--- config.mk ---
export PLATFORM = sky130hd
export DESIGN_NAME = header_field_lookup_flat
export DESIGN_NICKNAME = d
export VERILOG_FILES = /design/src/sv/hfl_pkg.sv /design/src/sv/hfl_if.sv /design/src/sv/hfl_front.sv /design/src/sv/hfl_queue.sv /design/src/sv/hfl_back.sv /design/src/sv/header_field_lookup.sv /design/src/flat_wrapper.sv
export SDC_FILE = /design/constraint.sdc
export NUM_CORES = 1
export LEC_CHECK = 0
export BUFFER_PORTS_ARGS = -buffer_cell sky130_fd_sc_hd__buf_4
export CAP_MARGIN = 25
export CORE_ASPECT_RATIO = 1.25
export CORE_UTILIZATION = 40
export DETAILED_ROUTE_END_ITERATION = 10
export SKIP_LAST_GASP = 1
export SLEW_MARGIN = 20
export SYNTH_ARGS = -nofsm -noshare
export SYNTH_HDL_FRONTEND = slang
export SYNTH_SLANG_ARGS = --single-unit
--- constraint.sdc ---
create_clock -name clk -period 5.65 [get_ports clk]
set_input_delay 0.565 -clock clk [delete_from_list [all_inputs] [get_ports clk]]
set_output_delay 0.565 -clock clk [all_outputs]
set_load 0.1 [all_outputs]
--- src/sv/hfl_pkg.sv ---
// Package with the types and constants shared by the header field lookup modules.
`timescale 1ns / 1ps
package hfl_pkg;

	localparam int MAX_NAME_BYTES = 32;
	localparam int NAME_WORDS     = 4;
	localparam int NAME_BYTES     = NAME_WORDS * 8;
	localparam int CFG_INDEX_W    = 3;

	localparam logic [CFG_INDEX_W-1:0] CFG_NAME_LENGTH = 3'd0;
	localparam logic [CFG_INDEX_W-1:0] CFG_NAME_WORD0  = 3'd1;
	localparam logic [CFG_INDEX_W-1:0] CFG_NAME_WORD1  = 3'd2;
	localparam logic [CFG_INDEX_W-1:0] CFG_NAME_WORD2  = 3'd3;
	localparam logic [CFG_INDEX_W-1:0] CFG_NAME_WORD3  = 3'd4;

	localparam logic [1:0] STATUS_NOT_FOUND = 2'd0;
	localparam logic [1:0] STATUS_FOUND     = 2'd1;
	localparam logic [1:0] STATUS_OVERFLOW  = 2'd2;

	localparam logic [7:0] CH_COLON = 8'h3A;
	localparam logic [7:0] CH_SPACE = 8'h20;
	localparam logic [7:0] CH_TAB   = 8'h09;
	localparam logic [7:0] CH_CR    = 8'h0D;
	localparam logic [7:0] CH_LF    = 8'h0A;

	typedef enum logic [2:0] {
		PH_NAME  = 3'b001,
		PH_VALUE = 3'b010,
		PH_SKIP  = 3'b100
	} phase_t;

	typedef enum logic [1:0] {
		EV_NONE     = 2'd0,
		EV_BYTE     = 2'd1,
		EV_LINE_END = 2'd2
	} ev_kind_t;

	// One classified input byte, as passed from the front end to the back end.
	typedef struct packed {
		logic        pre_cr;
		ev_kind_t    kind;
		logic [7:0]  ch;
		logic [15:0] pos;
		logic        last;
		logic        overflow;
	} token_t;

	typedef struct packed {
		logic [5:0]                len;
		logic                      usable;
		logic [NAME_BYTES-1:0][7:0] name;
	} target_t;

	typedef struct packed {
		phase_t      phase;
		logic [5:0]  name_index;
		logic        mismatch;
		logic [15:0] value_start;
		logic [15:0] value_end;
		logic        seen_text;
		logic        match_done;
		logic [15:0] match_offset;
		logic [15:0] match_length;
	} bstate_t;

	function automatic logic [7:0] fold_case(logic [7:0] c);
		logic [7:0] r;
		r = c;
		if (c >= 8'h41 && c <= 8'h5A) begin
			r = c + 8'd32;
		end
		return r;
	endfunction

endpackage

--- src/sv/hfl_if.sv ---
// Channel interfaces of the header field lookup: input bytes, results and configuration.
`timescale 1ns / 1ps
interface hfl_in_if;
	logic       valid;
	logic       ready;
	logic [7:0] data_byte;
	logic       end_of_block;
	modport source (output valid, data_byte, end_of_block, input ready);
	modport sink (input valid, data_byte, end_of_block, output ready);
endinterface

interface hfl_out_if;
	logic        valid;
	logic        ready;
	logic [1:0]  lookup_status;
	logic [15:0] value_offset;
	logic [15:0] value_length;
	modport source (output valid, lookup_status, value_offset, value_length, input ready);
	modport sink (input valid, lookup_status, value_offset, value_length, output ready);
endinterface

interface hfl_cfg_if;
	logic        valid;
	logic        ready;
	logic [2:0]  index;
	logic [63:0] data;
	modport source (output valid, index, data, input ready);
	modport sink (input valid, index, data, output ready);
endinterface

--- src/sv/hfl_front.sv ---
// Front end: counts positions, resolves CR LF pairs and classifies each byte.
`timescale 1ns / 1ps
module hfl_front import hfl_pkg::*; #(
	parameter int MAX_BLOCK_BYTES = 65536
) (
	input  logic   clk,
	input  logic   arst_n,
	hfl_in_if.sink data,
	input  logic   queue_full,
	output logic   push,
	output token_t push_data
);

	localparam int PW = $clog2(MAX_BLOCK_BYTES + 2);
	localparam logic [PW-1:0] MAX_POS = PW'(MAX_BLOCK_BYTES);

	logic [PW-1:0] pos_q;
	logic          cr_pending_q;
	logic          is_lf;
	logic          is_cr;

	assign data.ready = !queue_full;
	assign push       = data.valid && data.ready;
	assign is_lf      = (data.data_byte == CH_LF);
	assign is_cr      = (data.data_byte == CH_CR);

	always_comb begin
		push_data.pre_cr   = cr_pending_q && !is_lf;
		push_data.ch       = data.data_byte;
		push_data.pos      = 16'(pos_q);
		push_data.last     = data.end_of_block;
		push_data.overflow = (pos_q >= MAX_POS);
		if (cr_pending_q && is_lf) begin
			push_data.kind = EV_LINE_END;
		end else if (is_cr && !data.end_of_block) begin
			push_data.kind = EV_NONE;
		end else begin
			// A CR that ends the block is an ordinary line byte.
			push_data.kind = EV_BYTE;
		end
	end

	always_ff @(posedge clk or negedge arst_n) begin
		if (!arst_n) begin
			pos_q        <= '0;
			cr_pending_q <= 1'b0;
		end else if (push) begin
			if (data.end_of_block) begin
				pos_q        <= '0;
				cr_pending_q <= 1'b0;
			end else begin
				if (pos_q <= MAX_POS) begin
					pos_q <= pos_q + PW'(1);
				end
				cr_pending_q <= is_cr;
			end
		end
	end

endmodule

--- src/sv/hfl_queue.sv ---
// Two-entry queue of classified bytes between the front end and the back end.
`timescale 1ns / 1ps
module hfl_queue import hfl_pkg::*; (
	input  logic   clk,
	input  logic   arst_n,
	input  logic   push,
	input  token_t push_data,
	output logic   full,
	input  logic   pop,
	output token_t pop_data,
	output logic   empty
);

	token_t     mem_q [2];
	logic       wr_ptr_q;
	logic       rd_ptr_q;
	logic [1:0] count_q;

	assign full     = (count_q == 2'd2);
	assign empty    = (count_q == 2'd0);
	assign pop_data = mem_q[rd_ptr_q];

	always_ff @(posedge clk) begin
		if (push) begin
			mem_q[wr_ptr_q] <= push_data;
		end
	end

	always_ff @(posedge clk or negedge arst_n) begin
		if (!arst_n) begin
			wr_ptr_q <= 1'b0;
			rd_ptr_q <= 1'b0;
			count_q  <= 2'd0;
		end else begin
			if (push) begin
				wr_ptr_q <= !wr_ptr_q;
			end
			if (pop) begin
				rd_ptr_q <= !rd_ptr_q;
			end
			unique case ({push, pop})
				2'b10:   count_q <= count_q + 2'd1;
				2'b01:   count_q <= count_q - 2'd1;
				default: count_q <= count_q;
			endcase
		end
	end

endmodule

--- src/sv/hfl_back.sv ---
// Back end: matches line names, tracks the trimmed value and issues the status result.
`timescale 1ns / 1ps
module hfl_back import hfl_pkg::*; (
	input  logic         clk,
	input  logic         arst_n,
	input  target_t      target,
	input  logic         queue_empty,
	input  token_t       tok,
	output logic         pop,
	hfl_out_if.source    result
);

	localparam bstate_t ST_CLEAR = '{
		phase: PH_NAME, name_index: 6'd0, mismatch: 1'b0, value_start: 16'd0,
		value_end: 16'd0, seen_text: 1'b0, match_done: 1'b0, match_offset: 16'd0,
		match_length: 16'd0
	};

	bstate_t     st_q;
	bstate_t     st_next;
	bstate_t     st_done;
	logic        out_valid_q;
	logic [1:0]  status_q;
	logic [15:0] offset_q;
	logic [15:0] length_q;

	function automatic bstate_t line_byte(bstate_t s, logic [7:0] c, logic [15:0] pos,
		target_t t);
		bstate_t    r;
		logic [7:0] want;
		r    = s;
		want = s.name_index[5] ? 8'h00 : t.name[s.name_index[4:0]];
		unique case (s.phase)
			PH_NAME: begin
				if (c == CH_COLON) begin
					if (!s.match_done && t.usable && !s.mismatch &&
						s.name_index == t.len) begin
						r.phase     = PH_VALUE;
						r.seen_text = 1'b0;
					end else begin
						r.phase = PH_SKIP;
					end
				end else if (s.name_index >= t.len) begin
					r.mismatch = 1'b1;
				end else begin
					if (fold_case(c) != fold_case(want)) begin
						r.mismatch = 1'b1;
					end
					r.name_index = s.name_index + 6'd1;
				end
			end
			PH_VALUE: begin
				if (c != CH_SPACE && c != CH_TAB) begin
					if (!s.seen_text) begin
						r.value_start = pos;
						r.seen_text   = 1'b1;
					end
					r.value_end = pos + 16'd1;
				end
			end
			PH_SKIP: begin
				r = s;
			end
			default: begin
				r = s;
			end
		endcase
		return r;
	endfunction

	function automatic bstate_t line_end(bstate_t s, logic [15:0] pos);
		bstate_t r;
		r = s;
		if (s.phase == PH_VALUE && !s.match_done) begin
			r.match_done = 1'b1;
			if (s.seen_text) begin
				r.match_offset = s.value_start;
				r.match_length = s.value_end - s.value_start;
			end else begin
				r.match_offset = pos;
				r.match_length = 16'd0;
			end
		end
		r.phase      = PH_NAME;
		r.name_index = 6'd0;
		r.mismatch   = 1'b0;
		r.seen_text  = 1'b0;
		return r;
	endfunction

	// A token carries up to a pending CR, one byte or line end, and the block end.
	always_comb begin
		st_done = st_q;
		if (tok.pre_cr) begin
			st_done = line_byte(st_done, CH_CR, tok.pos - 16'd1, target);
		end
		unique case (tok.kind)
			EV_BYTE:     st_done = line_byte(st_done, tok.ch, tok.pos, target);
			EV_LINE_END: st_done = line_end(st_done, tok.pos - 16'd1);
			default:     st_done = st_done;
		endcase
		if (tok.last) begin
			st_done = line_end(st_done, tok.pos + 16'd1);
			st_next = ST_CLEAR;
		end else begin
			st_next = st_done;
		end
	end

	assign pop = !queue_empty && (!tok.last || !out_valid_q || result.ready);

	always_ff @(posedge clk or negedge arst_n) begin
		if (!arst_n) begin
			st_q        <= ST_CLEAR;
			out_valid_q <= 1'b0;
		end else begin
			if (pop) begin
				st_q <= st_next;
			end
			if (pop && tok.last) begin
				out_valid_q <= 1'b1;
			end else if (result.ready) begin
				out_valid_q <= 1'b0;
			end
		end
	end

	always_ff @(posedge clk) begin
		if (pop && tok.last) begin
			priority if (tok.overflow) begin
				status_q <= STATUS_OVERFLOW;
				offset_q <= 16'd0;
				length_q <= 16'd0;
			end else if (st_done.match_done) begin
				status_q <= STATUS_FOUND;
				offset_q <= st_done.match_offset;
				length_q <= st_done.match_length;
			end else begin
				status_q <= STATUS_NOT_FOUND;
				offset_q <= 16'd0;
				length_q <= 16'd0;
			end
		end
	end

	assign result.valid         = out_valid_q;
	assign result.lookup_status = status_q;
	assign result.value_offset  = offset_q;
	assign result.value_length  = length_q;

endmodule

--- src/sv/header_field_lookup.sv ---
// Top level of the header field lookup: configuration registers and the front and back ends.
`timescale 1ns / 1ps
// The block takes one byte of a header block per clock cycle and keeps that rate with no
// gaps while the result side does not stall; every byte is classified by the front end
// and applied by the back end, and a two-entry queue between them absorbs a stall of the
// back end. The single status result of a block is held in an output register, so the
// first bytes of the next block are accepted while it waits. Configuration writes are
// taken in any cycle and should be made only while no block is in progress; writes to
// indexes beyond the name words are ignored.
module header_field_lookup import hfl_pkg::*; #(
	parameter int MAX_BLOCK_BYTES = 65536
) (
	input  logic       clk,
	input  logic       arst_n,
	hfl_in_if.sink     data,
	hfl_out_if.source  result,
	hfl_cfg_if.sink    cfg
);

	logic [5:0]                 name_len_q;
	logic [NAME_WORDS-1:0][63:0] name_word_q;
	target_t                    target;
	logic                       push;
	token_t                     push_data;
	logic                       queue_full;
	logic                       pop;
	token_t                     pop_data;
	logic                       queue_empty;

	assign cfg.ready = 1'b1;

	always_ff @(posedge clk or negedge arst_n) begin
		if (!arst_n) begin
			name_len_q  <= 6'd1;
			name_word_q <= '0;
		end else if (cfg.valid) begin
			unique case (cfg.index)
				CFG_NAME_LENGTH: name_len_q     <= cfg.data[5:0];
				CFG_NAME_WORD0:  name_word_q[0] <= cfg.data;
				CFG_NAME_WORD1:  name_word_q[1] <= cfg.data;
				CFG_NAME_WORD2:  name_word_q[2] <= cfg.data;
				CFG_NAME_WORD3:  name_word_q[3] <= cfg.data;
				default:         name_len_q     <= name_len_q;
			endcase
		end
	end

	always_comb begin
		target.len    = name_len_q;
		target.usable = (name_len_q != 6'd0) && (int'(name_len_q) <= MAX_NAME_BYTES);
		target.name   = name_word_q;
	end

	hfl_front #(
		.MAX_BLOCK_BYTES (MAX_BLOCK_BYTES)
	) u_front (
		.clk        (clk),
		.arst_n     (arst_n),
		.data       (data),
		.queue_full (queue_full),
		.push       (push),
		.push_data  (push_data)
	);

	hfl_queue u_queue (
		.clk       (clk),
		.arst_n    (arst_n),
		.push      (push),
		.push_data (push_data),
		.full      (queue_full),
		.pop       (pop),
		.pop_data  (pop_data),
		.empty     (queue_empty)
	);

	hfl_back u_back (
		.clk         (clk),
		.arst_n      (arst_n),
		.target      (target),
		.queue_empty (queue_empty),
		.tok         (pop_data),
		.pop         (pop),
		.result      (result)
	);

endmodule

--- src/flat_wrapper.sv ---
// flat-port wrapper written by rule: the top's interface ports become plain ports
module header_field_lookup_flat import hfl_pkg::*;
#(
	parameter int MAX_BLOCK_BYTES = 65536
)
  (clk, arst_n, data_valid, data_data_byte, data_end_of_block, data_ready, result_valid, result_lookup_status, result_value_offset, result_value_length, result_ready, cfg_valid, cfg_index, cfg_data, cfg_ready);
  hfl_in_if data_i ();
  hfl_out_if result_i ();
  hfl_cfg_if cfg_i ();
  input  logic clk;
  input  logic arst_n;
  input wire logic [$bits(data_i.valid)-1:0] data_valid;
  input wire logic [$bits(data_i.data_byte)-1:0] data_data_byte;
  input wire logic [$bits(data_i.end_of_block)-1:0] data_end_of_block;
  output wire logic [$bits(data_i.ready)-1:0] data_ready;
  output wire logic [$bits(result_i.valid)-1:0] result_valid;
  output wire logic [$bits(result_i.lookup_status)-1:0] result_lookup_status;
  output wire logic [$bits(result_i.value_offset)-1:0] result_value_offset;
  output wire logic [$bits(result_i.value_length)-1:0] result_value_length;
  input wire logic [$bits(result_i.ready)-1:0] result_ready;
  input wire logic [$bits(cfg_i.valid)-1:0] cfg_valid;
  input wire logic [$bits(cfg_i.index)-1:0] cfg_index;
  input wire logic [$bits(cfg_i.data)-1:0] cfg_data;
  output wire logic [$bits(cfg_i.ready)-1:0] cfg_ready;
  assign data_i.valid = data_valid;
  assign data_i.data_byte = data_data_byte;
  assign data_i.end_of_block = data_end_of_block;
  assign data_ready = data_i.ready;
  assign result_valid = result_i.valid;
  assign result_lookup_status = result_i.lookup_status;
  assign result_value_offset = result_i.value_offset;
  assign result_value_length = result_i.value_length;
  assign result_i.ready = result_ready;
  assign cfg_i.valid = cfg_valid;
  assign cfg_i.index = cfg_index;
  assign cfg_i.data = cfg_data;
  assign cfg_ready = cfg_i.ready;
  header_field_lookup #(.MAX_BLOCK_BYTES(MAX_BLOCK_BYTES)) u_core (.clk(clk), .arst_n(arst_n), .data(data_i), .result(result_i), .cfg(cfg_i));
endmodule
### Word level (Yosys, flattened, before mapping)

Memories as Yosys holds them, arrays and structs flattened.
Cells that the tools add are included.

* register bits: 395
* memory bits (writable): 58
* word-level logic and storage cells: 173
* memories: 1

* add/subtract/negate cells: 13
* order comparisons: 13
* equality and inequality tests: 22
* mux-type cells: 58
* bitwise gates (word level): 1
* reduce and logical (&&, ||, !) cells: 42

Memories
* u_core.u_queue.mem_q: words 2, width 29, read ports 1, clocked after memory_dff 0, wr ports 1, RTL line hfl_queue.sv:14 `token_t mem_q [2];`

Operators with widths (number)
* $mux W33: 5
* $pmux W76 S2: 1
* $mux W8: 18
* $mux W32: 3
* $bmux W8 S5: 2
* $mux W76: 1
* $mux W73: 1
* $mux W17: 2
* $add A16 B1 Y16 const B: 2
* $mux W16: 2
* $sub A16 B16 Y16: 2
* $add A8 B6 Y8 const B: 3
* $ge A8 B7 Y1 const B: 3
* $le A8 B7 Y1 const B: 3
* $add A17 B1 Y17 const B: 1
* $ge A17 B17 Y1 const B: 1
* $le A17 B17 Y1 const B: 1
* $eq A8 B4 Y1 const B: 2
* $logic_and A1 B1 Y1: 16
* $sub A16 B1 Y16 const B: 1
* $eq A3 B2 Y1 const B: 5
* $mux W7: 2
* $mux W1: 13
* $add A6 B1 Y6 const B: 2
* 30 further kinds: 57

### Longest topological paths before layout

Gate-level depths: netlist of the first run.

* word-level depth: 36
* gate-level depth with buffers: 31

### Cells and area by module

From an unflattened synthesis of the first run, not the netlist that was laid out.

* cells, all modules: 2698
* area, all modules: 28456.0 µm²

Modules (own cells, without submodules)
* hfl_back: instances 1, cells an instance 1861, area an instance 14834.2 µm², sequential area each 2949.1 µm²
* header_field_lookup: instances 1, cells an instance 562, area an instance 9870.7 µm², sequential area each 6557.5 µm²
* hfl_queue: instances 1, cells an instance 106, area an instance 2288.4 µm², sequential area each 1841.8 µm²
* hfl_front: instances 1, cells an instance 169, area an instance 1462.7 µm², sequential area each 450.4 µm²

### Worst setup path before layout of the first run

Ideal clock, no wire load.

* kind: register to register
* from: reg u_core.u_queue.rd_ptr_q
* to: reg u_core.u_back.length_q[14], in the netlist u_core.u_back.result.value_length[14], data pin
* setup time: 0.266 ns
* arrival time: 5.524 ns
* required time: 5.384 ns
* slack: -0.140 ns
* cell stages (with the launch flop): 24
* path buffers: 4
* period minus slack after synthesis: 5.790 ns
* cell sequence: dfrtp_1 > buf_4 > buf_4 > buf_4 > buf_2 > mux2i_1 > ha_1 > o221ai_1 > xnor2_1 > or3b_1 > or3_1 > or3_1 > nor2b_1 > nand3_1 > xor2_1 > a21oi_1 > a22o_1 > ha_1 > inv_1 > and3_1 > a2111oi_0 > a31oi_1 > mux2i_1 > nor2_1

* longest elaborated chain between the ends: 15
* elaborated cells between the ends (all ways): 39
* classes of those cells: 5 x add/sub; 7 x eq/ne; 18 x mux; 1 x bitwise; 7 x reduce/logical; 1 x memory

Ends and longest elaborated chain
* start, declared: RTL line hfl_queue.sv:16 `logic rd_ptr_q;`
* start signal, assigned: RTL line hfl_queue.sv:39 `rd_ptr_q <= !rd_ptr_q;`
* $mem_v2 Z2 W29 (*)
* parallel branches: the longest is 14 deep, another holds $sub A16 B1 Y16
* end signal, assigned: RTL line hfl_back.sv:137 `length_q <= st_done.match_length;`
* end, declared: RTL line hfl_back.sv:25 `logic [15:0] length_q;`

Mark *: on every way between the ends.
A chain may end at the register's enable or synchronous reset.

### Worst setup path in the final report of the first run

Ends and elaborated chain as after synthesis.

==> impl_summary.txt, run 1 <==
----------------------------------------------------
[STA]
  Clock period minus worst slack ... about 5.3 ns
  Sum Neg Setup Slack ... 0 ns
  Hold Fails Final Rpt ... 0
  Slew at the pin closest to its max-slew limit ... between 1 and 1.5 ns
  Setup Skew ... ~0.042 ns
  Worst relative slew slack ... 0.303
  Final critical-path share of the clock period ... 0.943
  Final setup vio count ... 0
  Achievable frequency ... 188 MHz
  Final max-slew violation count ... 0
  RSZ-0062 raised after global routing ... yes
  Worst hold-check slack ... 0.142 ns

[Clock tree]
  TritonCTS buffer count ... slightly above 50
  CTS HTree Levels ... 2
  Max clock buf depth ... 3
  Clock tree sinks ... around 450
  Clock slew seen by the registers of the worst setup and hold paths ... 0.06 ns
  TritonCTS clock tree ... done
  Library cell used as clock root buffer ... sky130_fd_sc_hd__clkbuf_16
  Clock insertion delay at the later pin of the skew report ... 0.62 ns

[Placement]
  Half-perimeter wire length after detailed placement ... slightly above 60000 um
  Cell total after placement ... between 3k and 4k
  PortBufs ... 116
  Last weighted congestion value of the routability-driven placer ... around 0.96

[GRT]
  Number of global-route vias before repair ... 20.8k
  Pin count of the biggest net entering global routing ... 133
  Total routing resource utilization after global routing ... 0.252
  Wire length of the first global-routing pass ... 130000 um
  Most crowded layer after global routing ... met2
  GR met3 Demand/Resource ... 0.0314
  Initial antenna violation count ... 1
  M1 GR Usage ... 0.291
  Met2 track utilization from global routing ... 0.448
  GR Overflow Total ... 0

[Setup path]
  Cell seen most often among critical-path stages ... sky130_fd_sc_hd__a21oi_1
  Biggest cell delay along the critical path ... around 0.43 ns
  Path depth of the worst reg2reg path ... 24
  Critical path class ... flip-flop to flip-flop
  Arrival time of the worst setup path ... approximately 5.8 ns
  Capturing element type of the critical path ... flip-flop
  Sort of element at the start of the critical path ... flip-flop
  Cell with the biggest individual delay on the critical path ... sky130_fd_sc_hd__dfrtp_2
  Cell-by-cell listing of the critical path ... mux2_2 -> o31a_1 -> o41ai_1 -> buf_4 -> nand2b_1 -> a21oi_1 -> o22a_1 -> inv_1 -> ha_1 -> inv_1 -> fa_1 -> a21o_1 -> a21oi_1 -> o21ai_0 -> a21oi_1 -> o21bai_1 -> a21oi_1 -> o21bai_1 -> a21oi_2 -> o21ai_1 -> or4_1 -> a31oi_1 -> mux2i_1 -> nor2_1
  Required time of the critical path ... 6.12 ns
  Critical path peak fanout ... 8

[Power]
  Total power density per cell area ... 492 mW/mm^2
  Final Total Pwr ... 15.3 mW
  Leakage ... roughly 12 nW
  Worst voltage drop across the vdd grid ... roughly 0.27 mV

[Drt]
  DR pass1 iterations ... 5
  Number of vias per cell ... about 6
  Total number of vias ... 20.6k
  Routed wire length per instance ... between 20 and 30 um
  Routed wire length ... 85500 um
  Starting DRC count in detailed routing ... 1420
  Post-detailed-route count of antenna-violating nets ... 0
  Count of unresolved DRC violations after routing ... 0

[Yosys]
  Synth Register Bits ... 453
  Asr flop ratio synth ... 0.797
  Largest area contributor in the netlist ... sky130_fd_sc_hd__dfrtp_1
  Post-synth EDFFs ... 92
  Area fraction in compound gates after synthesis ... 0.110
  Combined area of all synthesized cells ... ~0.027 sq mm
  Average size of a mapped cell ... 11.3 sq um
  Post-Synthesis Cells ... 2384
  Multiplexer share of the synthesized area ... 0.247
  Post-synthesis share of cell area spent on full adders, half adders and majority gates ... 0.0265
  Synthesized net count ... around 2.5k
  Simple-gate share of the synthesized area ... 0.116
  Main flop type after synthesis ... sky130_fd_sc_hd__dfrtp_1
  Sequential cell area fraction in the yosys report ... 0.437
  Cell types with the largest area share after synthesis ... sky130_fd_sc_hd__dfrtp_1 (33%), sky130_fd_sc_hd__mux2_2 (12%), sky130_fd_sc_hd__edfxtp_1 (10%)
  Fraction of synthesized cell area taken by the top area cell type ... 0.333
  Synth Warn # ... 0
  Synthesized-area fraction occupied by xor and xnor cells ... 0.0313
  Main combinational cell family by area after synthesis ... multiplexers
  Library cells used by synthesis ... 90

[Min path]
  Worst hold path type ... input pin to flip-flop
  Cell count of the worst hold path ... 1

[Floorplan]
  Ports placed on the boundary ... 118
  Starting density of the core ... 0.404
  Total Die Area ... just under 0.07 sq mm
  Die X-Extent ... approximately 230 um
  Std-Cell Core Area ... 0.0668 sq mm
  Height of the die ... about 290 um
  Row Count ... 106

[Layout]
  Share of post-route cells with drive strength above 1 ... 0.288
  Most used cells in the layout excluding fill and tap cells ... sky130_fd_sc_hd__dfrtp_1 (356), sky130_fd_sc_hd__mux2_2 (279), sky130_fd_sc_hd__buf_4 (203), sky130_fd_sc_hd__nand2_1 (198), sky130_fd_sc_hd__nor2_1 (147)
  Layout fillers ... 6190
  Register area ... 0.0118 sq mm
  Number of nets in the layout ... between 2k and 3k
  Area growth from synthesis to final layout ... 15.2%
  Area taken by multi-input logic gates ... between 0.01 and 0.015 sq mm
  Most common cell after layout, fill and taps aside ... sky130_fd_sc_hd__dfrtp_1
  ANT cells ... 0
  Non-filler instance count after layout ... 3416

[Run status]
  Run status ... completed

[Flow run]
  Count of maximum capacitance violations ... 0

----------------------------------------------------
-- cell families (layout without fill, tap and decap cells) --
family / after synthesis / in the layout
and+or+nand+nor: 642 / 642
muxes: 487 / 487
DFF: 453 / 453
AOI/OAI and AO/OA: 448 / 448
buffers and inverters: 203 / 371
xor gates and xnor gates: 94 / 94
adders and majority gates: 56 / 56
other: 1 / 1
-- flip-flops by register name (all words and copies together) (netlist names), 2 cells and up --
signal,count
u_core.name_len_q,6
u_core.name_word_q,256
u_core.u_back.result.lookup_status,2
u_core.u_back.result.value_length,16
u_core.u_back.result.value_offset,16
u_core.u_back.st_q,76
u_core.u_front.pos_q,17
u_core.u_queue.count_q,2
u_core.u_queue.mem_q,58
-- path summary, 6_finish.rpt --
check | startpoint | end | slack, ns
worst max-delay path | u_core.u_queue.rd_ptr_q | u_core.u_back.result.value_length[14] | 0.32
worst min-delay path | data_data_byte[6] | u_core.u_queue.mem_q[1][24] | 0.14
worst max register to register | u_core.u_queue.rd_ptr_q | u_core.u_back.result.value_length[14] | 0.32
worst min register to register | u_core.u_back.st_q[7] | u_core.u_back.st_q[7] | 0.49
max in group asynchronous | arst_n | u_core.name_word_q[50] | 4.21
min in group asynchronous | arst_n | u_core.u_back.st_q[6] | 0.42
-- worst max-delay path, delay by kind of cell (launching register included) --
kind / cells / cell delay, ns
mux: 2 / 0.52
buf+inv: 3 / 0.33
fa+ha+maj: 2 / 0.56
compound gates: 14 / 2.75
flops: 1 / 0.43
simple gates: 3 / 0.63
-- where the power goes --
| part | internal, mW | switching [mW] | total, mW |
|---|---|---|---|
| clock network | 2.12 | 1.42 | 3.54 |
| registers | 4.07 | 0.568 | 4.64 |
| logic | 2.77 | 4.34 | 7.11 |
| total | 8.95 | 6.34 | 15.3 |
-- timing repair --
item	in CTS	in global routing
hold endpoints to repair	0	24
endpoints found under the setup margin	0	4
buffers inserted	0	4
hold buffers	0	1
resized for setup	0	4
-- stage by stage --
| stage | setup WS [ns] | instance area [sq um] | utilization |
|---|---|---|---|
| floorplan | 0.0187 | 27000 | - |
| global placement | 0.170 | 29100 | 0.436 |
| detailed placement | 0.219 | 29200 | 0.436 |
| CTS | 0.184 | 30900 | 0.463 |
| global route | -0.0898 | 31100 | 0.465 |
| finish | 0.320 | 31100 | 0.465 |
-- cells in the mapped netlist, types with 7 or more instances --
cell type and count:
sky130_fd_sc_hd__dfrtp_1 359, sky130_fd_sc_hd__mux2_2 279, sky130_fd_sc_hd__nand2_1 198, sky130_fd_sc_hd__nor2_1 150, sky130_fd_sc_hd__o21ai_0 128, sky130_fd_sc_hd__mux4_2 113, sky130_fd_sc_hd__edfxtp_1 92, sky130_fd_sc_hd__mux2i_1 89
sky130_fd_sc_hd__clkbuf_1 84, sky130_fd_sc_hd__a21oi_1 71, sky130_fd_sc_hd__xnor2_1 55, sky130_fd_sc_hd__ha_1 54, sky130_fd_sc_hd__inv_1 54, sky130_fd_sc_hd__nand3_1 52, sky130_fd_sc_hd__nor3_1 52, sky130_fd_sc_hd__a22o_1 41
sky130_fd_sc_hd__xor2_1 36, sky130_fd_sc_hd__buf_2 34, sky130_fd_sc_hd__a211oi_1 30, sky130_fd_sc_hd__nor4_1 30, sky130_fd_sc_hd__or3_1 25, sky130_fd_sc_hd__a31oi_1 24, sky130_fd_sc_hd__and3_1 24, sky130_fd_sc_hd__o22ai_1 24
sky130_fd_sc_hd__a22oi_1 23, sky130_fd_sc_hd__nor2b_1 22, sky130_fd_sc_hd__buf_4 15, sky130_fd_sc_hd__nand2b_1 14, sky130_fd_sc_hd__nand4b_1 14, sky130_fd_sc_hd__nand4_1 13, sky130_fd_sc_hd__and2_1 12, sky130_fd_sc_hd__a21o_1 11
sky130_fd_sc_hd__a221oi_1 10, sky130_fd_sc_hd__buf_1 8, sky130_fd_sc_hd__nor3b_1 8, sky130_fd_sc_hd__o22a_1 8, sky130_fd_sc_hd__o31ai_1 8, sky130_fd_sc_hd__a21boi_0 7, sky130_fd_sc_hd__inv_2 7, sky130_fd_sc_hd__o21bai_1 7
-- metal layers --
layer / share of wire / up-vias / routed length, um
met3: 0.043 / 212 / 3660
met1: 0.37 / 10500 / 31700
li1: - / 9222 / -
met5: 0.00015 / - / 13
met4: 0.061 / 2 / 5200
met2: 0.53 / 666 / 44900
-- layout make-up --
type	count	area share
multi-input cells	1728	0.464
inverters	62	0.00749
repair buffers	215	0.0564
clock buffers	68	0.0464
clock inverters	26	0.0111
well taps	864	0.0348
flip-flops and latches	453	0.380
Note: power is estimated with default switching activity, not from simulation.
==> run 2, diff against run 1 <==
- clock period: 5.65 -> 6.4 ns (I/O delays scaled with it)
==> impl_summary.txt, run 2 (synthesized netlist as in run 1, its figures left out) <==
----------------------------------------------------
[Setup path]
  Reg-to-reg critical path endpoint ... u_core.u_back.result.value_length[14]
  Critical path peak fanout ... 24
  Sort of element at the start of the critical path ... flip-flop
  Required time of the critical path ... 6.88 ns
  Critical path endpoint ... u_core.u_back.result.value_length[14]
  Arrival time of the worst setup path ... 6.37 ns
  Capturing element type of the critical path ... flip-flop
  Critical path class ... flip-flop to flip-flop
  Crit path from ... u_core.u_queue.rd_ptr_q
  Path depth of the worst reg2reg path ... 23
  Minimum setup slack among reg-to-reg paths ... 0.50 ns
  FF-to-FF Start ... u_core.u_queue.rd_ptr_q

[Placement]
  Cell total after placement ... around 3.3k
  Last weighted congestion value of the routability-driven placer ... 0.954
  Half-perimeter wire length after detailed placement ... 61800 um
  PortBufs ... 116

[Floorplan]
  Starting density of the core ... 0.404
  Ports placed on the boundary ... about 120
  Std-Cell Core Area ... approximately 0.067 sq mm
  Row Count ... 106
  Total Die Area ... roughly 0.069 sq mm
  Die X-Extent ... 234 um
  Height of the die ... between 200 and 300 um

[Clock tree]
  TritonCTS buffer count ... 50
  Clock slew seen by the registers of the worst setup and hold paths ... 0.06 ns
  Max clock buf depth ... 3
  CTS HTree Levels ... 2
  Number of setup buffers added after CTS ... 0
  Library cell used as clock root buffer ... sky130_fd_sc_hd__clkbuf_16
  Clock tree sinks ... 453
  TritonCTS clock tree ... done
  Clock insertion delay at the later pin of the skew report ... 0.61 ns

[STA]
  Final setup vio count ... 0
  RSZ-0062 raised after global routing ... no
  Worst relative slew slack ... 0.264
  Clock period minus worst slack ... 5.90 ns
  Final max-slew violation count ... 0
  Slew at the pin closest to its max-slew limit ... 1.09 ns
  Achievable frequency ... around 170 MHz
  Sum Neg Setup Slack ... 0 ns
  Hold Fails Final Rpt ... 0
  Final critical-path share of the clock period ... 0.921
  Setup Skew ... between 0.03 and 0.04 ns

[Layout]
  Layout fillers ... 6201
  Most used cells in the layout excluding fill and tap cells ... sky130_fd_sc_hd__dfrtp_1 (356), sky130_fd_sc_hd__mux2_2 (279), sky130_fd_sc_hd__nand2_1 (198), sky130_fd_sc_hd__buf_4 (166), sky130_fd_sc_hd__nor2_1 (147)
  Non-filler instance count after layout ... 3368
  Top reg by flops ... u_core.name_word_q
  Number of nets in the layout ... 2607
  Most common cell after layout, fill and taps aside ... sky130_fd_sc_hd__dfrtp_1
  ANT cells ... 0
  Share of post-route cells with drive strength above 1 ... 0.274
  Area growth from synthesis to final layout ... 13.6%
  Number of flip-flops under the largest register name ... 256
  Top flop regs ... u_core.name_word_q: 256 flops, u_core.u_back.st_q: 76 flops, u_core.u_queue.mem_q: 58 flops

[Power]
  Worst voltage drop across the vdd grid ... ~0.24 mV
  Leakage ... about 12 nW
  Final Total Pwr ... 13.3 mW
  Total power density per cell area ... 434 mW/mm^2

[GRT]
  Number of global-route vias before repair ... 20.9k
  Total routing resource utilization after global routing ... 0.251
  Pin count of the biggest net entering global routing ... 183
  Initial antenna violation count ... 0
  GR Overflow Total ... 0
  Wire length of the first global-routing pass ... 130000 um

[Drt]
  DR pass1 iterations ... 5
  Total number of vias ... between 20k and 25k
  Number of vias per cell ... between 6 and 7
  Starting DRC count in detailed routing ... 1567
  Post-detailed-route count of antenna-violating nets ... 0
  Count of unresolved DRC violations after routing ... 0
  Routed wire length ... 85200 um
  Routed wire length per instance ... 25.3 um

[Min path]
  Worst hold path type ... input pin to flip-flop
  Worst hold start ... data_data_byte[7]

[Flow run]
  Count of maximum capacitance violations ... 0

[Run status]
  Run status ... completed

----------------------------------------------------
==> run 2: cell types whose count changed in the layout (fill, tap and decap cells not counted), moves of 2 or more <==
cell	before	now
sky130_fd_sc_hd__mux2i_2	3	1
sky130_fd_sc_hd__buf_16	4	2
sky130_fd_sc_hd__clkinvlp_4	0	4
sky130_fd_sc_hd__mux2i_1	87	89
sky130_fd_sc_hd__clkbuf_8	8	4
sky130_fd_sc_hd__buf_4	203	166
sky130_fd_sc_hd__clkbuf_1	9	5
sky130_fd_sc_hd__clkinv_2	9	4
==> run 2: metrics by stage <==
| step | setup slack, ns | util | hold slack, ns | cell area (sq um) |
|---|---|---|---|---|
| floorplan | 0.610 | - | 0.344 | 27000 |
| global placement | 0.542 | 0.431 | 0.465 | 28800 |
| detailed placement | 0.548 | 0.432 | 0.473 | 28900 |
| CTS | 0.504 | 0.458 | 0.213 | 30600 |
| global route | 0.0641 | 0.459 | 0.217 | 30700 |
| finish | 0.505 | 0.459 | 0.233 | 30700 |
==> run 2: routing by layer <==
metal | routed length [um] | vias to the layer above | track usage
met5 | 0 | - | 0
met4 | 5490 | 0 | 0.146
met3 | 3400 | 228 | 0.0294
met2 | 45000 | 652 | 0.446
met1 | 31300 | 10400 | 0.286
li1 | - | 9137 | -
==> run 2: critical path, stage by stage (launching register included) <==
cell and delay (ns):
sky130_fd_sc_hd__dfrtp_4 0.62, sky130_fd_sc_hd__mux2_2 0.45, sky130_fd_sc_hd__o31a_1 0.31, sky130_fd_sc_hd__o41ai_1 0.41
sky130_fd_sc_hd__buf_4 0.21, sky130_fd_sc_hd__nor2_1 0.07, sky130_fd_sc_hd__and2_1 0.33, sky130_fd_sc_hd__a21oi_1 0.27
sky130_fd_sc_hd__ha_1 0.21, sky130_fd_sc_hd__inv_1 0.06, sky130_fd_sc_hd__fa_1 0.40, sky130_fd_sc_hd__a21o_1 0.18
sky130_fd_sc_hd__a21oi_1 0.21, sky130_fd_sc_hd__o21ai_0 0.11, sky130_fd_sc_hd__a21oi_1 0.26, sky130_fd_sc_hd__o21bai_1 0.11
sky130_fd_sc_hd__a21oi_1 0.25, sky130_fd_sc_hd__o21bai_1 0.10, sky130_fd_sc_hd__a21oi_1 0.21, sky130_fd_sc_hd__o21ai_0 0.20
sky130_fd_sc_hd__or4_1 0.43, sky130_fd_sc_hd__a31oi_1 0.19, sky130_fd_sc_hd__mux2i_1 0.10, sky130_fd_sc_hd__nor2_1 0.10
==> run 2: power breakdown <==
part | internal, mW | switching (mW) | total, mW
clock network | 1.83 | 1.24 | 3.06
logic | 2.33 | 3.76 | 6.09
registers | 3.59 | 0.564 | 4.15
==> run 2: area by class of cell <==
type,instances,area [sq um],area share
repair buffers,175,1420,0.0462
well taps,864,1080,0.0352
flip-flops and latches,453,11800,0.385
clock buffers,60,1350,0.0440
inverters,62,233,0.00759
clock inverters,26,372,0.0121
multi-input cells,1728,14400,0.470
==> run 2: worst min path at each step <==
stage | endpoint | slack, ns | cells after the start
finish | u_core.u_queue.mem_q[0][25] | 0.23 | 1
global route | u_core.u_queue.mem_q[0][25] | 0.22 | 1
CTS | u_core.u_queue.mem_q[0][25] | 0.21 | 1
detailed placement | u_core.u_back.st_q[17] | 0.47 | 2
global placement | u_core.u_back.st_q[23] | 0.47 | 2
floorplan | u_core.name_len_q[1] | 0.34 | 0
==> run 2: repair_timing <==
action	4_1_cts	5_1_grt
endpoints found under the setup margin	0	2
resized for setup	0	1
hold buffers	1	0
endpoints found under the hold margin	44	0
